`src/hdl/psc_pkg.sv`:
```
// psc_pkg: shared constants for the pid speed controller
// fixed field widths, configuration register indexes and queue depth
// no dependencies
package psc_pkg;

  // fixed field widths
  localparam int GAIN_BITS  = 16;
  localparam int DRIVE_BITS = 16;
  localparam int SEL_BITS   = 2;

  // configuration port
  localparam int CFG_IDX_BITS  = 2;
  localparam int CFG_DATA_BITS = 16;

  localparam logic [CFG_IDX_BITS-1:0] REG_PROPORTIONAL_GAIN = 2'd0;
  localparam logic [CFG_IDX_BITS-1:0] REG_INTEGRAL_GAIN     = 2'd1;
  localparam logic [CFG_IDX_BITS-1:0] REG_DERIVATIVE_GAIN   = 2'd2;
  localparam logic [CFG_IDX_BITS-1:0] REG_MOTOR_SELECT      = 2'd3;

  // decoupling queue between front and back
  localparam int QUEUE_DEPTH = 4;

  // gain settings handed from the register file to the front
  typedef struct packed {
    logic [GAIN_BITS-1:0] kp;
    logic [GAIN_BITS-1:0] ki;
    logic [GAIN_BITS-1:0] kd;
  } gains_t;

endpackage

```
`src/hdl/psc_queue.sv`:
```
// psc_queue: short register queue between the front and the back
// depth from psc_pkg::QUEUE_DEPTH, payload width set by parameter
module psc_queue #(
  parameter int WIDTH = 8
) (
  input  logic             clk,
  input  logic             rst_n,
  input  logic             push,
  input  logic [WIDTH-1:0] push_data,
  output logic             not_full,
  input  logic             pop,
  output logic             head_valid,
  output logic [WIDTH-1:0] head_data
);

  localparam int DEPTH = psc_pkg::QUEUE_DEPTH;
  localparam int PTR_W = (DEPTH > 1) ? $clog2(DEPTH) : 1;
  localparam int CNT_W = $clog2(DEPTH + 1);

  logic [WIDTH-1:0] store_r [DEPTH];
  logic [PTR_W-1:0] wr_ptr_r, wr_ptr_nxt;
  logic [PTR_W-1:0] rd_ptr_r, rd_ptr_nxt;
  logic [CNT_W-1:0] count_r, count_nxt;

  assign not_full   = (count_r != CNT_W'(DEPTH));
  assign head_valid = (count_r != '0);
  assign head_data  = store_r[rd_ptr_r];

  // pointer and fill count update
  always_comb begin
    wr_ptr_nxt = wr_ptr_r;
    rd_ptr_nxt = rd_ptr_r;
    count_nxt  = count_r;
    if (push) begin
      wr_ptr_nxt = (wr_ptr_r == PTR_W'(DEPTH - 1)) ? '0 : wr_ptr_r + 1'b1;
    end
    if (pop) begin
      rd_ptr_nxt = (rd_ptr_r == PTR_W'(DEPTH - 1)) ? '0 : rd_ptr_r + 1'b1;
    end
    if (push && !pop) begin
      count_nxt = count_r + 1'b1;
    end else if (pop && !push) begin
      count_nxt = count_r - 1'b1;
    end
  end

  always_ff @(posedge clk) begin
    if (!rst_n) begin
      wr_ptr_r <= '0;
      rd_ptr_r <= '0;
      count_r  <= '0;
    end else begin
      wr_ptr_r <= wr_ptr_nxt;
      rd_ptr_r <= rd_ptr_nxt;
      count_r  <= count_nxt;
    end
  end

  // entry storage
  always_ff @(posedge clk) begin
    if (push) begin
      store_r[wr_ptr_r] <= push_data;
    end
  end

  property p_no_overflow;
    @(posedge clk) disable iff (!rst_n) push |-> (not_full || pop);
  endproperty
  a_no_overflow: assert property (p_no_overflow)
    else $error("queue written while full");

  property p_no_underflow;
    @(posedge clk) disable iff (!rst_n) pop |-> head_valid;
  endproperty
  a_no_underflow: assert property (p_no_underflow)
    else $error("queue popped while empty");

  property p_count_range;
    @(posedge clk) disable iff (!rst_n) count_r <= CNT_W'(DEPTH);
  endproperty
  a_count_range: assert property (p_count_range)
    else $error("queue fill count beyond depth");

endmodule

```
`config.mk`:
```
export PLATFORM = sky130hd
export DESIGN_NAME = psc_queue
export DESIGN_NICKNAME = d
export VERILOG_FILES = /design/src/hdl/psc_pkg.sv /design/src/hdl/psc_queue.sv
export SDC_FILE = /design/constraint.sdc
export NUM_CORES = 1
export LEC_CHECK = 0
export ABC_CLOCK_PERIOD_IN_PS = 1600
export BUFFER_PORTS_ARGS = -buffer_cell sky130_fd_sc_hd__buf_2
export CAP_MARGIN = 10
export CORE_AREA = 2 2 71 73
export CTS_CLUSTER_SIZE = 16
export DETAILED_ROUTE_END_ITERATION = 10
export DIE_AREA = 0 0 73 75
export PLACE_DENSITY = 0.52
export SKIP_CTS_REPAIR_TIMING = 1
export SLEW_MARGIN = 15
export SYNTH_ARGS = -nofsm -noshare
export SYNTH_HDL_FRONTEND = slang
export SYNTH_SLANG_ARGS = --single-unit
```
`constraint.sdc`:
```
create_clock -name clk -period 1.6 [get_ports clk]
set_input_delay 0.08 -clock clk [delete_from_list [all_inputs] [get_ports clk]]
set_output_delay 0.08 -clock clk [all_outputs]
set_load 0.005 [all_outputs]
```
======== Word-level counts from Yosys, hierarchy flattened ========
Memories as Yosys holds them, arrays and structs flattened. A register that Yosys moved wholly into a read port is not among the register bits.
Index checks and enable logic that the tools add are counted.
word-level totals
  word-level logic and storage cells ...... 25
  output and inout bits ................... 10
  bits of input ports ..................... 12
  memories kept ........................... 1
  bits in registers ....................... 7
  memory bits (writable) .................. 32
cells by class
  reductions and logical operators ........ 6
  multiplexer cells ....................... 8
  add/subtract/negate cells ............... 4
  eq/ne operators ......................... 3
memories
  name     depth  width  read ports  clocked after memory_dff  wr ports  RTL line         RTL
  store_r  4      8      1           1                         1         psc_queue.sv:20  logic [WIDTH-1:0] store_r [DEPTH];
operators with widths
  operator               number
  $mux W2                4
  $mux W3                2
  $add A2 B1 Y2 const B  2
  $eq A2 B2 Y1 const B   2
  $add A3 B1 Y3 const B  1
  $ne A3 B3 Y1 const B   1
  $reduce_bool A3 Y1     1
  $sub A3 B1 Y3 const B  1
  $logic_and A1 B1 Y1    2
  $logic_not A1 Y1       2
  $mux W1                2
  $reduce_bool A2 Y1     1

======== Depth between registers and ports, before layout ========
Gate-level depths: netlist (run 1).
  word-level depth ........................ 4
  mapped depth ............................ 7
  depth with buffers taken out ............ 7

======== Worst setup path before layout (run 1) ========
Ideal clock, no wire load.
  path kind ............................... reg-to-reg
  start ................................... register count_r[0]
  end ..................................... register count_r[2]
  data arrival time ....................... 1,319 ps
  period minus slack after synthesis ...... 1,389 ps
  path slack .............................. 211 ps
  buffers on the path ..................... 0
  data required time ...................... 1,530 ps
  setup time .............................. 70 ps
  cell stages (with the launch flop) ...... 5
  cell sequence ........................... dfxtp_1 fa_1 xor2_1 or3_1 a21boi_1
on the way
  longest elaborated chain between the ends .. 3
  elaborated cells on any way between the ends .. 4
  classes of those cells .................. 2 x add/sub; 2 x mux
RTL lines
  item                    RTL line         RTL
  start, declared         psc_queue.sv:23  logic [CNT_W-1:0] count_r, count_nxt;
  start signal, assigned  psc_queue.sv:55  count_r <= count_nxt;
  $sub A3 B1 Y3           psc_queue.sv:43  count_nxt = count_r - 1'b1;
  $mux W3                 psc_queue.sv:42  end else if (pop && !push) begin
  $mux W3 (*)             psc_queue.sv:40  if (push && !pop) begin
Every way passes the cells marked *; elsewhere a longest branch is shown, timed or not. The select of a mux whose other input is x is not followed.
A chain may end at the register's enable or synchronous reset.

==> qor.yml, run 1 <==
grt:
  gr-max-usage-layer: "met2"
  grt_pass1_vias: 875
  met1_usage_pct: 13.4
  grt_max_degree: 15
  use_met2_pct: 17.4
  grt_overflow: 0
  grt_antenna_before_repair: 0
  grt_pass1_wl_um: 4280
  met3_usage_pct: 5.09
  grt.total_usage_pct: 11.2
synthesis:
  synth_nets: 106
  yosys_warnings: 0
  synth_area_per_cell_um2: 18.6
  syn_area_um2: 1620
  synthCells: 87
  ys_ff_latch: 41
  synth_cell_types: 20
  yosysSeqAreaShare_pct: 70.6
critical_path:
  path_delay_family: "multiplexers"
  critPathMaxFanout: 8
  cpMaxStageDelayCell: "mux4_2"
  cp_cell_sequence: "buf_6 > mux4_2 > buf_2"
  arrival_ns: 1.44
  critical-path-max-stage-delay_ns: 0.52
  crit_type: "flop to output port"
  path_buf_inv: 2
  critPathLaunchType: "flop"
  required_ns: 1.52
  worst_setup_path_end_kind: "output port"
cts:
  insertion_delay_ns: 0.29
  cts.clk_slew.worst_paths_ns: 0.08
  cts_tree: "built"
  cts_buffers: 5
  cts-root-buf: "clkbuf_8"
  clk_path_buf_depth: 2
  cts_sinks: 41
  htree_levels: 2
finish:
  diodes: 0
  fillerInstances: 415
  final-instance-count-excl-fill: 181
  regArea_um2: 1140
  drive_gt1_share_pct: 36.2
  multiInputGateArea_um2: 444
  fin_nets: 145
  syn2layout_area_growth_pct: 24.7
power_and_ir_drop:
  power_density_nw_per_um2: 1160
  ir_worst_vdd_mv: 0.384
  leakage_uw: 0.000754
run_status:
  outcome: "completed"
timing:
  rsz0062_at_grt: "no"
  fin_crit_ns: 1.52
  clock_skew_ns: 0.00219
  drv_slew: 0
  period_share_pct: 95.2
  tns_ns: 0
  worst_slack_ns: 0.0771
  worst_slew_pin_slew_ns: 0.427
  clock.fmax_mhz: 657
  hold_viol_final: 0
  slew_headroom_pct: 71.5
  setup_viol: 0
routing:
  wl_um: 2560
  ant_nets: 0
  wire_per_inst_um: 14.2
  drc: 0
  vias: 840
  dr.first_iter.drc_count: 24
  firstDrtPassIters: 4
  avgViaCountPerCell: 4.64
die:
  core_area_um2: 4660
  die_height_um: 75
  io_pins: 22
  start_util_pct: 34.7
  dieWidth_um: 73
  dieArea_um2: 5480
  row_count: 25
hold_path:
  hp-class: "input port to flop"
flow_run:
  maxCapViolCount: 0
place:
  port_buffers: 21
  gp_congestion: 0.767
  dp_cells: 168
  dp_hpwl_um: 1830
  pre_cts_slack_ns: 0.0330
==> report_power, final <==
part           internal [uW]  total, uW  switching (uW)  leakage [uW]
registers               1210       1250            37.2      0.000369
logic                    152        267             115      0.000331
clock network            466        827             360     0.0000543
total                   1830       2340             512      0.000754
==> stage by stage <==
stage               cell area [um2]  total power, uW  utilization (%)  hold WS, ns
global route                   2020             2460             43.2      0.00273
detailed placement             1850             1530             39.6        0.296
CTS                            1960             2370             42.1      -0.0137
global placement               1850             1520             39.6        0.294
finish                         2020             2340             43.2      0.00786
floorplan                      1620             1420                -        0.179
==> worst register-to-register path, delay by kind of cell, from the launching register on <==
kind | cells | cell delay, ns
adder cells (fa/ha/maj) | 1 | 0.44
AO/OA/AOI/OAI | 1 | 0.13
flip-flops | 1 | 0.36
XOR/XNOR | 1 | 0.16
AND/OR/NAND/NOR | 1 | 0.30
==> synthesized netlist by cell type, drive strengths merged <==
master / number / area [um2]
nand2: 1 / 3.75
ha: 6 / 75.1
o21ai: 1 / 5.00
xnor2: 1 / 8.76
mux2i: 4 / 40.0
o21a: 1 / 7.51
buf: 1 / 11.3
clkbuf: 1 / 5.00
nor2b: 5 / 31.3
a21boi: 1 / 7.51
and2: 5 / 31.3
nor3: 1 / 5.00
edfxtp: 32 / 961
nor2: 2 / 7.51
mux4: 8 / 180
inv: 4 / 15.0
fa: 1 / 20.0
dfxtp: 9 / 180
or3: 2 / 12.5
xor2: 1 / 8.76
==> cell families (layout without fill, tap and decap cells) <==
family,count (synthesis),in the layout,synth area share [%]
DFF,41,41,70.6
and+or+nand+nor,16,16,5.65
muxes,12,12,13.6
adders and majority gates,7,7,5.88
buffers and inverters,6,46,1.93
AOI/OAI and AO/OA,3,3,1.24
xor gates and xnor gates,2,2,1.08
==> layout by cell type (no fill, tap or decap), types with 2 or more instances in the layout <==
cell	count
inv_1	4
dfxtp_1	8
buf_2	21
buf_4	6
nor2_1	2
ha_1	6
clkbuf_8	5
mux4_2	8
or3_1	2
nor2b_1	5
edfxtp_1	32
dlygate4sd3_1	5
and2_1	5
mux2i_1	4
==> cell type report <==
cell class / count / share of cell area, %
clock buffer: 5 / 3.41
clock inverter: 3 / 2.30
inverter: 4 / 0.745
multi-input combinational: 40 / 22.0
sequential: 41 / 56.7
tap: 54 / 3.35
timing repair buffer: 34 / 11.5
==> sequential cells by signal (all words and copies together), names as in the netlist, named ones only <==
signal    count
count_r       3
wr_ptr_r      2
rd_ptr_r      2
store_r      32
==> per-layer routing <==
| layer | wire [um] | share of wire, % |
|---|---|---|
| met2 | 1260 | 49 |
| met5 | 0 | 0 |
| met4 | 55 | 2.1 |
| met1 | 1130 | 44 |
| met3 | 110 | 4.3 |
==> path summary, 6_finish.rpt <==
kind	startpoint	end	slack, ns	cells past startpoint
max	flop	head_data[2]	0.08	3
min	push_data[7]	store_r[3][7]	0.008	1
max reg2reg	count_r[0]	count_r[2]	0.16	4
min reg2reg	count_r[2]	count_r[2]	0.51	2
Power figures use the tool's default switching activity.
==> inputs of run 2 (changes only) <==
CORE_AREA = 2 2 66 68   (was 2 2 71 73)
DIE_AREA = 0 0 68 70   (was 0 0 73 75)
PLACE_DENSITY = 0.59   (was 0.52)
SLEW_MARGIN = default   (was 15)
==> run 2 against run 1 <==
Maximum frequency grew 1.1%; sequential share of layout area grew 2.5 points; register-to-register slack lost 0.02 ns; hold slack gained 0.0021 ns; die area shrank 13%; sequential power is essentially flat; global-route usage grew 0.61 points; critical path type unchanged; highest routed layer unchanged.
==> qor.yml, run 2 (synthesis results as in run 1) <==
timing:
  clock_skew_ns: 0.0110  # +0.00878 ns
  hold_viol_final: 0  # unchanged
  slew_headroom_pct: 68.8  # -2.7 points
  fin_hold_ws_ns: 0.00993  # +0.00207 ns
  clock.fmax_mhz: 664  # +1.1%
  tns_ns: 0  # unchanged
  setup_viol: 0  # unchanged
  drv_slew: 0  # unchanged
  fin_crit_ns: 1.51  # -0.0172 ns
  period_share_pct: 94.1  # -1.1 points
  worst_slew_pin_slew_ns: 0.469  # +0.0415 ns
  rsz0062_at_grt: "no"
hold_path:
  hp-class: "input port to flop"
  hold_start: "push_data[7]"
critical_path:
  arrival_ns: 1.43  # about the same
  worstRegToRegCells: 4  # unchanged
  endpoint: "head_data[6]"
  reg2reg_from: "count_r[0]"
  worst_setup_path_end_kind: "output port"
  r2r_end: "count_r[2]"
  critPathMaxFanout: 8  # unchanged
  r2r_slack_ns: 0.14  # -0.02 ns
  critPathLaunchType: "flop"
  required_ns: 1.52  # about the same
  crit_type: "flop to output port"
routing:
  ant_nets: 0  # unchanged
  firstDrtPassIters: 4  # unchanged
  vias: 800  # -4.8%
  wire_per_inst_um: 14.4  # +1.7%
  dr.first_iter.drc_count: 45  # +88%
  drc: 0  # unchanged
  wl_um: 2450  # -4.5%
  avgViaCountPerCell: 4.71  # +1.4%
cts:
  htree_levels: 2  # unchanged
  cts_tree: "built"
  cts_sinks: 41  # unchanged
  cts_buffers: 5  # unchanged
  cts-root-buf: "clkbuf_8"
  clk_path_buf_depth: 2  # unchanged
  cts.clk_slew.worst_paths_ns: 0.08  # about the same
  insertion_delay_ns: 0.29  # about the same
grt:
  grt_max_degree: 14  # -1
  grt_overflow: 0  # unchanged
  grt_antenna_before_repair: 0  # unchanged
  grt_pass1_wl_um: 3860  # -10%
  grt.total_usage_pct: 11.8  # +0.61 points
  grt_pass1_vias: 825  # -5.7%
place:
  dp_hpwl_um: 1660  # -9.3%
  placed_area_um2: 1790  # -3.3%
  gp_congestion: 0.676  # -12%
  port_buffers: 21  # unchanged
die:
  dieArea_um2: 4760  # -13%
  die_height_um: 70  # -6.7%
  io_pins: 22  # unchanged
  dieWidth_um: 68  # -6.8%
  core_area_um2: 4140  # -11%
  row_count: 24  # -4.0%
  start_util_pct: 39.0  # +4.3 points
finish:
  largest_reg_flops: 32  # unchanged
  final_cell_mix: "32 x edfxtp_1, 21 x buf_2, 8 x mux4_2, 8 x dfxtp_1"
  fin_nets: 136  # -6.2%
  drive_gt1_share_pct: 33.9  # -2.3 points
  fillerInstances: 365  # -12%
  largest-register: "store_r"
  final_area_um2: 1930  # -4.2%
  final_common_cell: "edfxtp_1"
  syn2layout_area_growth_pct: 19.4
  diodes: 0  # unchanged
  utilization_pct: 46.6  # +3.3 points
  largestRegisters: "store_r (32), count_r (3)"
power_and_ir_drop:
  power_density_nw_per_um2: 1210  # +4.1%
  ir_worst_vdd_mv: 0.456  # +19%
  leakage_uw: 0.000710  # -5.9%
  seq_power_share_pct: 53.4  # about the same
  sw_frac_of_total_pct: 20.7  # -1.2 points
  power_switching_uw: 483  # -5.7%
  pwr-share-comb_pct: 10.4  # -1.0 points
  internal_power_uw: 1850  # +1.2%
  clkPwrFrac_pct: 36.2  # +0.9 points
run_status:
  outcome: "completed"
flow_run:
  maxCapViolCount: 0  # unchanged
[run 2: changes by cell type in the layout (fill, tap and decap cells not counted), sizes merged]
cell and delta:
buf -6, dlygate4sd3 -3, clkbuf +1, clkinv -1
[run 2: layer usage]
metal,wire (um),global-route usage [%]
met1,984,12.9
met2,1260,19.4
met3,162,5.48
met4,39,4.67
met5,0,0
[run 2: cell type report]
type | instances | area [um2] | share of cell area (%)
Clock buffer | 6 | 82.6 | 4.28
Clock inverter | 2 | 37.5 | 1.94
Inverter | 4 | 15.0 | 0.778
Multi-Input combinational cell | 40 | 444 | 23.0
Sequential cell | 41 | 1140 | 59.2
Tap cell | 52 | 65.1 | 3.37
Timing Repair Buffer | 25 | 144 | 7.45
[run 2: worst max-delay path: stages, from the launching register on]
cell,delay (ns)
dfxtp_2,0.33
buf_6,0.16
mux4_2,0.51
buf_2,0.14
[run 2: per-stage QoR]
step                instances  setup slack (ns)  total power, uW
finish                    170            0.0943             2330
global route              170            0.0149             2450
CTS                       168            0.0207             2360
detailed placement        160            0.0320             1510
global placement          160            0.0841             1510
floorplan                  87             0.211             1420
[run 2: worst min-delay path by stage]
stage	endpoint	cells after the start
3_3_place_gp	store_r[1][7]	1
5_1_grt	store_r[0][1]	1
6_report	store_r[3][7]	1
2_1_floorplan	store_r[0][0]	0
3_5_place_dp	store_r[3][7]	1
4_1_cts	store_r[2][0]	1
[run 2: power groups by stage]
stage          Combinational [uW]  Sequential [uW]  Clock (uW)
2_1_floorplan                 157             1260           0
3_3_place_gp                  236             1270           0
3_5_place_dp                  242             1270           0
4_1_cts                       244             1250         865
5_1_grt                       275             1250         919
6_report                      244             1250         844
