==> src/hdl/psc_pkg.sv <==
// psc_pkg: shared constants for the pid speed controller
// fixed field widths, configuration register indexes and queue depth
// no dependencies
package psc_pkg;

  // fixed field widths
  localparam int GAIN_BITS  = 16;
  localparam int DRIVE_BITS = 16;
  localparam int SEL_BITS   = 2;

  // configuration port
  localparam int CFG_IDX_BITS  = 2;
  localparam int CFG_DATA_BITS = 16;

  localparam logic [CFG_IDX_BITS-1:0] REG_PROPORTIONAL_GAIN = 2'd0;
  localparam logic [CFG_IDX_BITS-1:0] REG_INTEGRAL_GAIN     = 2'd1;
  localparam logic [CFG_IDX_BITS-1:0] REG_DERIVATIVE_GAIN   = 2'd2;
  localparam logic [CFG_IDX_BITS-1:0] REG_MOTOR_SELECT      = 2'd3;

  // decoupling queue between front and back
  localparam int QUEUE_DEPTH = 4;

  // gain settings handed from the register file to the front
  typedef struct packed {
    logic [GAIN_BITS-1:0] kp;
    logic [GAIN_BITS-1:0] ki;
    logic [GAIN_BITS-1:0] kd;
  } gains_t;

endpackage

==> src/hdl/psc_if.sv <==


interface psc_out_if ();
  logic                                   valid;
  logic                                   ready;
  logic signed [psc_pkg::DRIVE_BITS-1:0]  drive_value;
  logic [psc_pkg::SEL_BITS-1:0]           motor_channel;

  modport source (output valid, output drive_value, output motor_channel, input ready);
  modport sink (input valid, input drive_value, input motor_channel, output ready);
endinterface

==> src/hdl/psc_back.sv <==
// psc_back: carries out queued ticks: integral update, state clear on idle,
// drive sum, floor shift and saturation; uses psc_pkg, psc_out_if
module psc_back #(
  parameter int SPEED_WIDTH    = 16,
  parameter int PROD_W         = 34,
  parameter int GAIN_FRAC_BITS = 8,
  parameter int INTEGRAL_WIDTH = 32
) (
  input  logic                          clk,
  input  logic                          rst_n,
  input  logic                          q_valid,
  input  logic [3*PROD_W+SPEED_WIDTH:0] q_data,
  output logic                          q_pop,
  input  logic [psc_pkg::GAIN_BITS-1:0] kd,
  input  logic [psc_pkg::SEL_BITS-1:0]  motor_select,
  psc_out_if.source                     out_chan
);

  localparam int IW    = INTEGRAL_WIDTH;
  localparam int DW    = psc_pkg::DRIVE_BITS;
  localparam int SUM_W = ((PROD_W > IW) ? PROD_W : IW) + 1;
  localparam int PD_W  = PROD_W + 2;
  localparam int ACC_W = ((PD_W > IW) ? PD_W : IW) + 1;

  localparam logic signed [SUM_W-1:0] INT_HI = {{(SUM_W-IW+1){1'b0}}, {(IW-1){1'b1}}};
  localparam logic signed [SUM_W-1:0] INT_LO = ~INT_HI;
  localparam logic signed [ACC_W-1:0] DRV_HI = {{(ACC_W-DW+1){1'b0}}, {(DW-1){1'b1}}};
  localparam logic signed [ACC_W-1:0] DRV_LO = ~DRV_HI;

  // queue entry fields
  logic                          ent_en;
  logic signed [SPEED_WIDTH-1:0] ent_meas;
  logic signed [PROD_W-1:0]      ent_kp_err, ent_ki_err, ent_kd_meas;

  // controller state
  logic signed [IW-1:0]          integral_r, integral_nxt;
  logic signed [SPEED_WIDTH-1:0] prev_speed_r, prev_speed_nxt;
  logic                          prev_nz;

  // first stage: proportional/derivative sum and new integral
  logic                     p1_valid_r, p1_valid_nxt;
  logic signed [PD_W-1:0]   p1_pd_r;
  logic signed [IW-1:0]     p1_int_r;
  logic                     p1_move, p1_free;

  // output register
  logic                         out_valid_r, out_valid_nxt;
  logic signed [DW-1:0]         out_drive_r;
  logic [psc_pkg::SEL_BITS-1:0] out_chan_r;

  logic                               pop_run, pop_idle;
  logic signed [psc_pkg::GAIN_BITS:0] kd_s;
  logic signed [PROD_W-1:0]           kd_prev;
  logic signed [SUM_W-1:0]            int_sum;
  logic signed [PD_W-1:0]             pd;
  logic signed [ACC_W-1:0]            acc, acc_sh;
  logic signed [DW-1:0]               drive;

  assign ent_en      = q_data[3*PROD_W+SPEED_WIDTH];
  assign ent_meas    = $signed(q_data[3*PROD_W+SPEED_WIDTH-1:3*PROD_W]);
  assign ent_kp_err  = $signed(q_data[3*PROD_W-1:2*PROD_W]);
  assign ent_ki_err  = $signed(q_data[2*PROD_W-1:PROD_W]);
  assign ent_kd_meas = $signed(q_data[PROD_W-1:0]);

  // pipeline advance: output register frees, then stage one
  assign p1_move  = p1_valid_r && (!out_valid_r || out_chan.ready);
  assign p1_free  = !p1_valid_r || p1_move;
  assign q_pop    = q_valid && (!ent_en || p1_free);
  assign pop_run  = q_pop && ent_en;
  assign pop_idle = q_pop && !ent_en;

  // integral accumulate with saturation
  assign int_sum = integral_r + ent_ki_err;

  // derivative on measurement: kd*(m - prev) = kd*m - kd*prev; kd*m comes from the front, kd*prev uses the current kd
  assign kd_s    = $signed({1'b0, kd});
  assign kd_prev = kd_s * prev_speed_r;
  assign prev_nz = (prev_speed_r != '0);
  assign pd      = ent_kp_err - ent_kd_meas + kd_prev;

  // state update for run and idle ticks
  always_comb begin
    integral_nxt   = integral_r;
    prev_speed_nxt = prev_speed_r;
    if (pop_run) begin
      if (int_sum > INT_HI) begin
        integral_nxt = INT_HI[IW-1:0];
      end else if (int_sum < INT_LO) begin
        integral_nxt = INT_LO[IW-1:0];
      end else begin
        integral_nxt = int_sum[IW-1:0];
      end
      prev_speed_nxt = ent_meas;
    end else if (pop_idle && prev_nz) begin
      integral_nxt   = '0;
      prev_speed_nxt = '0;
    end
  end

  // drive: full sum, floor shift, saturate
  assign acc    = p1_pd_r + p1_int_r;
  assign acc_sh = acc >>> GAIN_FRAC_BITS;
  always_comb begin
    if (acc_sh > DRV_HI) begin
      drive = DRV_HI[DW-1:0];
    end else if (acc_sh < DRV_LO) begin
      drive = DRV_LO[DW-1:0];
    end else begin
      drive = acc_sh[DW-1:0];
    end
  end

  assign p1_valid_nxt  = (p1_valid_r && !p1_move) || pop_run;
  assign out_valid_nxt = p1_move || (out_valid_r && !out_chan.ready);

  // control and state registers
  always_ff @(posedge clk) begin
    if (!rst_n) begin
      integral_r   <= '0;
      prev_speed_r <= '0;
      p1_valid_r   <= 1'b0;
      out_valid_r  <= 1'b0;
    end else begin
      integral_r   <= integral_nxt;
      prev_speed_r <= prev_speed_nxt;
      p1_valid_r   <= p1_valid_nxt;
      out_valid_r  <= out_valid_nxt;
    end
  end

  // payload registers
  always_ff @(posedge clk) begin
    if (pop_run) begin
      p1_pd_r  <= pd;
      p1_int_r <= integral_nxt;
    end
    if (p1_move) begin
      out_drive_r <= drive;
      out_chan_r  <= motor_select;
    end
  end

  assign out_chan.valid         = out_valid_r;
  assign out_chan.drive_value   = out_drive_r;
  assign out_chan.motor_channel = out_chan_r;

  property p_idle_clears;
    @(posedge clk) disable iff (!rst_n)
      (pop_idle && prev_nz) |=> (integral_r == '0 && prev_speed_r == '0);
  endproperty
  a_idle_clears: assert property (p_idle_clears)
    else $error("idle tick did not clear controller state");

  property p_out_holds;
    @(posedge clk) disable iff (!rst_n) (out_valid_r && !out_chan.ready) |=> out_valid_r;
  endproperty
  a_out_holds: assert property (p_out_holds)
    else $error("stalled drive beat dropped");

  property p_stage_holds;
    @(posedge clk) disable iff (!rst_n) (p1_valid_r && !p1_move) |=> p1_valid_r;
  endproperty
  a_stage_holds: assert property (p_stage_holds)
    else $error("stalled stage one entry lost");

  property p_run_needs_slot;
    @(posedge clk) disable iff (!rst_n) pop_run |-> p1_free;
  endproperty
  a_run_needs_slot: assert property (p_run_needs_slot)
    else $error("run tick taken without a free stage");

endmodule

==> src/flat_wrapper.sv <==
// flat-port wrapper written by rule: the top's interface ports become plain ports
module psc_back_flat 
#(
  parameter int SPEED_WIDTH    = 16,
  parameter int PROD_W         = 34,
  parameter int GAIN_FRAC_BITS = 8,
  parameter int INTEGRAL_WIDTH = 32
)
  (clk, rst_n, q_valid, q_data, q_pop, kd, motor_select, out_chan_valid, out_chan_drive_value, out_chan_motor_channel, out_chan_ready);
  psc_out_if out_chan_i ();
  input  logic clk;
  input  logic rst_n;
  input  logic q_valid;
  input  logic [3*PROD_W+SPEED_WIDTH:0] q_data;
  output logic q_pop;
  input  logic [psc_pkg::GAIN_BITS-1:0] kd;
  input  logic [psc_pkg::SEL_BITS-1:0] motor_select;
  output wire logic [$bits(out_chan_i.valid)-1:0] out_chan_valid;
  output wire logic [$bits(out_chan_i.drive_value)-1:0] out_chan_drive_value;
  output wire logic [$bits(out_chan_i.motor_channel)-1:0] out_chan_motor_channel;
  input wire logic [$bits(out_chan_i.ready)-1:0] out_chan_ready;
  assign out_chan_valid = out_chan_i.valid;
  assign out_chan_drive_value = out_chan_i.drive_value;
  assign out_chan_motor_channel = out_chan_i.motor_channel;
  assign out_chan_i.ready = out_chan_ready;
  psc_back #(.SPEED_WIDTH(SPEED_WIDTH), .PROD_W(PROD_W), .GAIN_FRAC_BITS(GAIN_FRAC_BITS), .INTEGRAL_WIDTH(INTEGRAL_WIDTH)) u_core (.clk(clk), .rst_n(rst_n), .q_valid(q_valid), .q_data(q_data), .q_pop(q_pop), .kd(kd), .motor_select(motor_select), .out_chan(out_chan_i));
endmodule
==> config.mk <==
export PLATFORM = sky130hd
export DESIGN_NAME = psc_back_flat
export DESIGN_NICKNAME = d
export VERILOG_FILES = /design/src/hdl/psc_pkg.sv /design/src/hdl/psc_if.sv /design/src/hdl/psc_back.sv /design/src/flat_wrapper.sv
export SDC_FILE = /design/constraint.sdc
export NUM_CORES = 1
export LEC_CHECK = 0
export BUFFER_PORTS_ARGS = -buffer_cell sky130_fd_sc_hd__buf_2
export CELL_PAD_IN_SITES_DETAIL_PLACEMENT = 2
export CELL_PAD_IN_SITES_GLOBAL_PLACEMENT = 2
export CORE_MARGIN = 4
export CORE_UTILIZATION = 36
export DETAILED_ROUTE_END_ITERATION = 8
export PLACE_DENSITY_LB_ADDON = 0.15
export SYNTH_ARGS = -nofsm -noshare
export SYNTH_HDL_FRONTEND = slang
export SYNTH_SLANG_ARGS = --single-unit
export TNS_END_PERCENT = 1
==> constraint.sdc <==
create_clock -name clk -period 8.1 [get_ports clk]
set_input_delay 1.62 -clock clk [delete_from_list [all_inputs] [get_ports clk]]
set_output_delay 1.62 -clock clk [all_outputs]
set_load 0.05 [all_outputs]
Word level (Yosys, flattened, before mapping)
Index checks and enable logic that the tools add are counted.

operators by class
  add/sub/neg operators = 4
  multipliers = 1
  magnitude comparators = 4
  mux-type cells = 7
  reductions and logical operators = 19

operator list
  cell                                                                                number
  32-bit 2-to-1 mux                                                                   4
  16-bit 2-to-1 mux                                                                   3
  36-bit by 32-bit adder with 37-bit output                                           1
  35-bit by 33-bit adder with 36-bit output                                           1
  32-bit by 34-bit adder with 35-bit output                                           1
  35-bit by 32-bit greater-than comparator with 1-bit output (second input constant)  1
  35-bit by 32-bit less-than comparator with 1-bit output (second input constant)     1
  34-bit by 34-bit subtractor with 35-bit output                                      1
  17-bit by 16-bit multiplier with 33-bit output                                      1
  29-bit by 16-bit greater-than comparator with 1-bit output (second input constant)  1
  29-bit by 16-bit less-than comparator with 1-bit output (second input constant)     1
  16-bit nonzero test                                                                 1
  1-bit logical AND                                                                   7
  1-bit logical NOT                                                                   5
  1-bit logical OR                                                                    5
  2-bit nonzero test                                                                  1

storage, ports and cells
  register bits = 136
  bits of input ports = 141
  output and inout bits = 20
  logic and storage cells = 43

Depth between registers and ports, before layout
  depth after elaboration = 10
  depth in mapped cells = 25
  gate-level depth less buffers = 24

Worst setup path after synthesis
No wires, ideal clock.

  kind = input to register
  start = input port kd[5] (netlist bit)
  end = register u_core.p1_pd_r[35] (data pin)
  setup time = 268 ps
  arrival = 7608 ps
  required time = 7832 ps
  setup slack = 224 ps
  stages = 23
  buffers on the path = 1
  cell sequence = clkbuf_1 -> and2_1 -> fa_1 -> inv_1 -> fa_1 -> fa_1 -> inv_1 -> fa_1 -> fa_1 -> inv_1 -> fa_1 -> inv_1 -> ha_1 -> a21o_1 -> a21o_1 -> a221o_1 -> o21ai_0 -> o31ai_1 -> a41o_1 -> o211ai_1 -> o21ai_0 -> o41ai_1 -> xnor2_1

on the way
  cells in the longest elaborated chain, start to end = 2

ends and longest elaborated chain
  what                                            RTL line            text
  start: declaration                              flat_wrapper.sv:16  input logic [psc_pkg::GAIN_BITS-1:0] kd;
  17-bit by 16-bit multiplier with 33-bit output  psc_back.sv:77      assign kd_prev = kd_s * prev_speed_r;
  35-bit by 33-bit adder with 36-bit output       psc_back.sv:79      assign pd = ent_kp_err - ent_kd_meas + kd_prev;
  named net u_core.pd[35]                         psc_back.sv:55      logic signed [PD_W-1:0] pd;
  end signal: assignment                          psc_back.sv:134     p1_pd_r <= pd;
  end: declaration                                psc_back.sv:42      logic signed [PD_W-1:0] p1_pd_r;

The timed path passes the listed nets, and every way through them passes these cells.
A chain may end at the register's enable or synchronous reset.

Worst setup path in the final report
  start = input port kd[7] (netlist bit)
  end = register u_core.p1_pd_r[35] (data pin)

The elaborated chain is that of the path after synthesis.

==> impl_results.md <==
* Post-Route M1 WL at 27600 µm
* H-tree depth at 4
* Die Y at 238 µm
* Ports at 161
* Die Area at 0.0568 mm²
* Register area share after synthesis at 18.8%
* Wire length on met2 at 31100 µm
* Outcome: finished, final reports clean
* Hold Buf Count CTS at 0
* Vias in the first global route at 17.6k
* Slew Viols, Final at 0
* Iter 0 DRT Violations at 689
* Ant. Diodes at 0
* P per Cell Area at 230 mW/mm²
* Register bit total from synthesis at 136
* DRC Markers at 0
* Cell taking the most area after synthesis: fa_1
* CP arrival at 7.93 ns
* First drt pass iteration count at 5
* DR vias at 15.0k
* CP max stage cell: fa_1
* Mapped Cells at 2075
* CP bufs+invs at 8
* # clock sinks at 136
* Top layer in use: met5
* Number of nets in the layout at 2865
* CTS tree: yes
* DP Cell Count at 2926
* Post-CTS setup buffer count at 0
* Pin count of the biggest net entering global routing at 50
* Peak Freq at 0.129 GHz
* WL met3 at 1260 µm
* Buffers on Ports at 160
* Crit. End Element: register
* Post-synth EDFFs at 86
* Leak at 10.5 nW
* Initial Util at 36.3%
* FP Rows at 84
* Syn Std Cell Area at 0.0191 mm²
* Most used cell, CP: fa_1
* Unrepaired setup endpoints after global routing: no
* Share of cells above drive strength 1 at 12.6%
* Worst Hold Class: register to register
* Post-DRT Antenna Nets at 0
* Slew Limit Headroom at 16.1%
* CP top delay family: adder cells
* Grt total ovfl at 0
* Max cap viols at 0
* Startpoint types: primary input
* Via density at 5.08
* Post-cts repair resize count at 0
* DP Worst Slack at -0.246 ns
* Tmin final at 7.78 ns
* Critical Path Fanout Max at 8
* WL/cell at 20.6 µm
* Skew final at 0.00982 ns
* Post-synth cell types at 76
* Most frequent cells after synthesis: 436 x inv_1, 261 x fa_1, 206 x ha_1
* Tcrit/Tclk final at 96.0%
* Most common cell in the netlist: inv_1
* Clk Latency, worst-skew pair at 0.42 ns
* Final setup violation count at 0
* Post-DP HPWL at 50800 µm
* Die width at 238 µm
* Clock transition at path regs at 0.06 ns
* First-pass GRT wire length at 96900 µm
* Core area at 0.0526 mm²
* Post-synth top area share at 27.4%
* CTS root buf: clkbuf_16
* Multi-input gate area at 0.0136 mm²
* Ys async rst share at 0%
* Initial antenna violation count at 1
* Power Total at 0.00498 W
* Routed wire length at 60800 µm
* CTS Buf Count at 17
* Largest stage delay, worst path at 0.55 ns
* Slew @ Worst Pin at 1.26 ns
* Synthesis Warnings at 0
* Total Routing Usage GR at 21.7%
* Synth Net Count at 2683
* Primary FF master, synth: edfxtp_1
* Worst setup margin at 0.323 ns
* Final RePlAce weighted congestion at 0.823
* Syn_area_per_cell at 9.20 µm²
* # fillers at 5848
* Post-Layout Cell Count at 2958
* Final Hold Fails at 0
* Worst vdd ir at 0.000145 V
* WP data required at 8.26 ns
* Area grow syn2layout at 13.2%
* Max Buffers Root-to-Sink at 2
* Crit Path Class: primary input to register
* Area occupied by registers at 0.00358 mm²
* Top post-synthesis cells by area: fa_1 27%, edfxtp_1 14%, ha_1 14%, inv_1 8.6%, and2_1 5.5%
-- metal layers --
metal	vias to the layer above	track usage, %
li1	7060	-
met1	7751	28.6
met2	170	39.3
met3	42	2.01
met4	2	3.71
met5	-	0
-- cells by family (layout without fill, tap and decap cells) --
kind of cell    count (synthesis)  count (layout)  share of synthesized area [%]
simple gates                  548             548                           14.3
flops                         136             136                           18.8
buf+inv                       503             698                           9.96
xor+xnor                       86              86                           3.95
compound gates                335             335                           12.1
fa+ha+maj                     467             467                           40.9
-- state kept, by name, indices dropped and copies added, names as in the netlist --
register / flops
u_core.integral_r: 32
u_core.out_chan.drive_value: 16
u_core.out_chan.motor_channel: 2
u_core.out_chan.valid: 1
u_core.p1_int_r: 32
u_core.p1_pd_r: 36
u_core.p1_valid_r: 1
u_core.prev_speed_r: 16
-- cell type report --
type                       count  area share [%]
clock buffer                  18            2.03
inverter                     438            7.61
tap                          688            3.98
multi-input combinational   1436            63.0
clock inverter                14           0.683
timing repair buffer         228            6.07
sequential                   136            16.6
-- stage by stage --
| stage | utilization [%] | TNS [ns] | instance area [µm²] | hold slack (ns) |
|---|---|---|---|---|
| after floorplan | - | 0 | 19100 | 0.458 |
| after global placement | 40.0 | -0.0246 | 21000 | 0.476 |
| after detailed placement | 40.0 | -0.483 | 21000 | 0.491 |
| after CTS | 41.1 | 0 | 21600 | 0.500 |
| after global routing | 41.1 | 0 | 21600 | 0.521 |
| final | 41.1 | 0 | 21600 | 0.498 |
-- worst paths after layout --
kind	end	slack, ns	depth (start not counted)	startpoint
max	u_core.p1_pd_r[35]	0.32	25	kd[7]
min	u_core.integral_r[29]	0.50	2	u_core.integral_r[29]
max reg2reg	u_core.p1_pd_r[35]	0.79	23	u_core.prev_speed_r[6]
min reg2reg	u_core.integral_r[29]	0.50	2	u_core.integral_r[29]
-- cells in the final DEF, fill, tap and decap left out, drive strengths merged, types with 4 or more instances in the layout --
master,Yosys,final
inv,436,440
fa,261,261
clkbuf,59,18
o211ai,7,7
and3,6,6
o311ai,28,28
and2,167,167
nor2b,13,13
and4,4,4
o21a,12,12
o31ai,6,6
a31oi,9,9
nor4,8,8
a21o,40,40
xnor2,54,54
o21bai,18,18
a22oi,12,12
nand4,15,15
nor3,16,16
nand2b,15,15
clkinvlp,0,4
nand3,27,27
nor2,69,69
clkinv,2,6
a21oi,85,85
or3,6,6
o31a,4,4
xor2,32,32
nand2,195,195
ha,206,206
a211oi,13,13
o21ai,62,62
buf,6,228
dfxtp,50,50
edfxtp,86,86
o41ai,4,4
-- power by group --
part	switching [W]	leakage, nW	internal (W)
clock	0.000328	0.280	0.000464
sequential	0.0000712	1.21	0.000965
combinational	0.00183	9.04	0.00132
-- tightest hold or removal path, delay by kind of cell (launching register included) --
kind / cells / cell delay [ns]
AOI/OAI and AO/OA: 1 / 0.06
DFF: 1 / 0.31
and+or+nand+nor: 1 / 0.08
No activity file was read; power rests on OpenSTA's default activity.
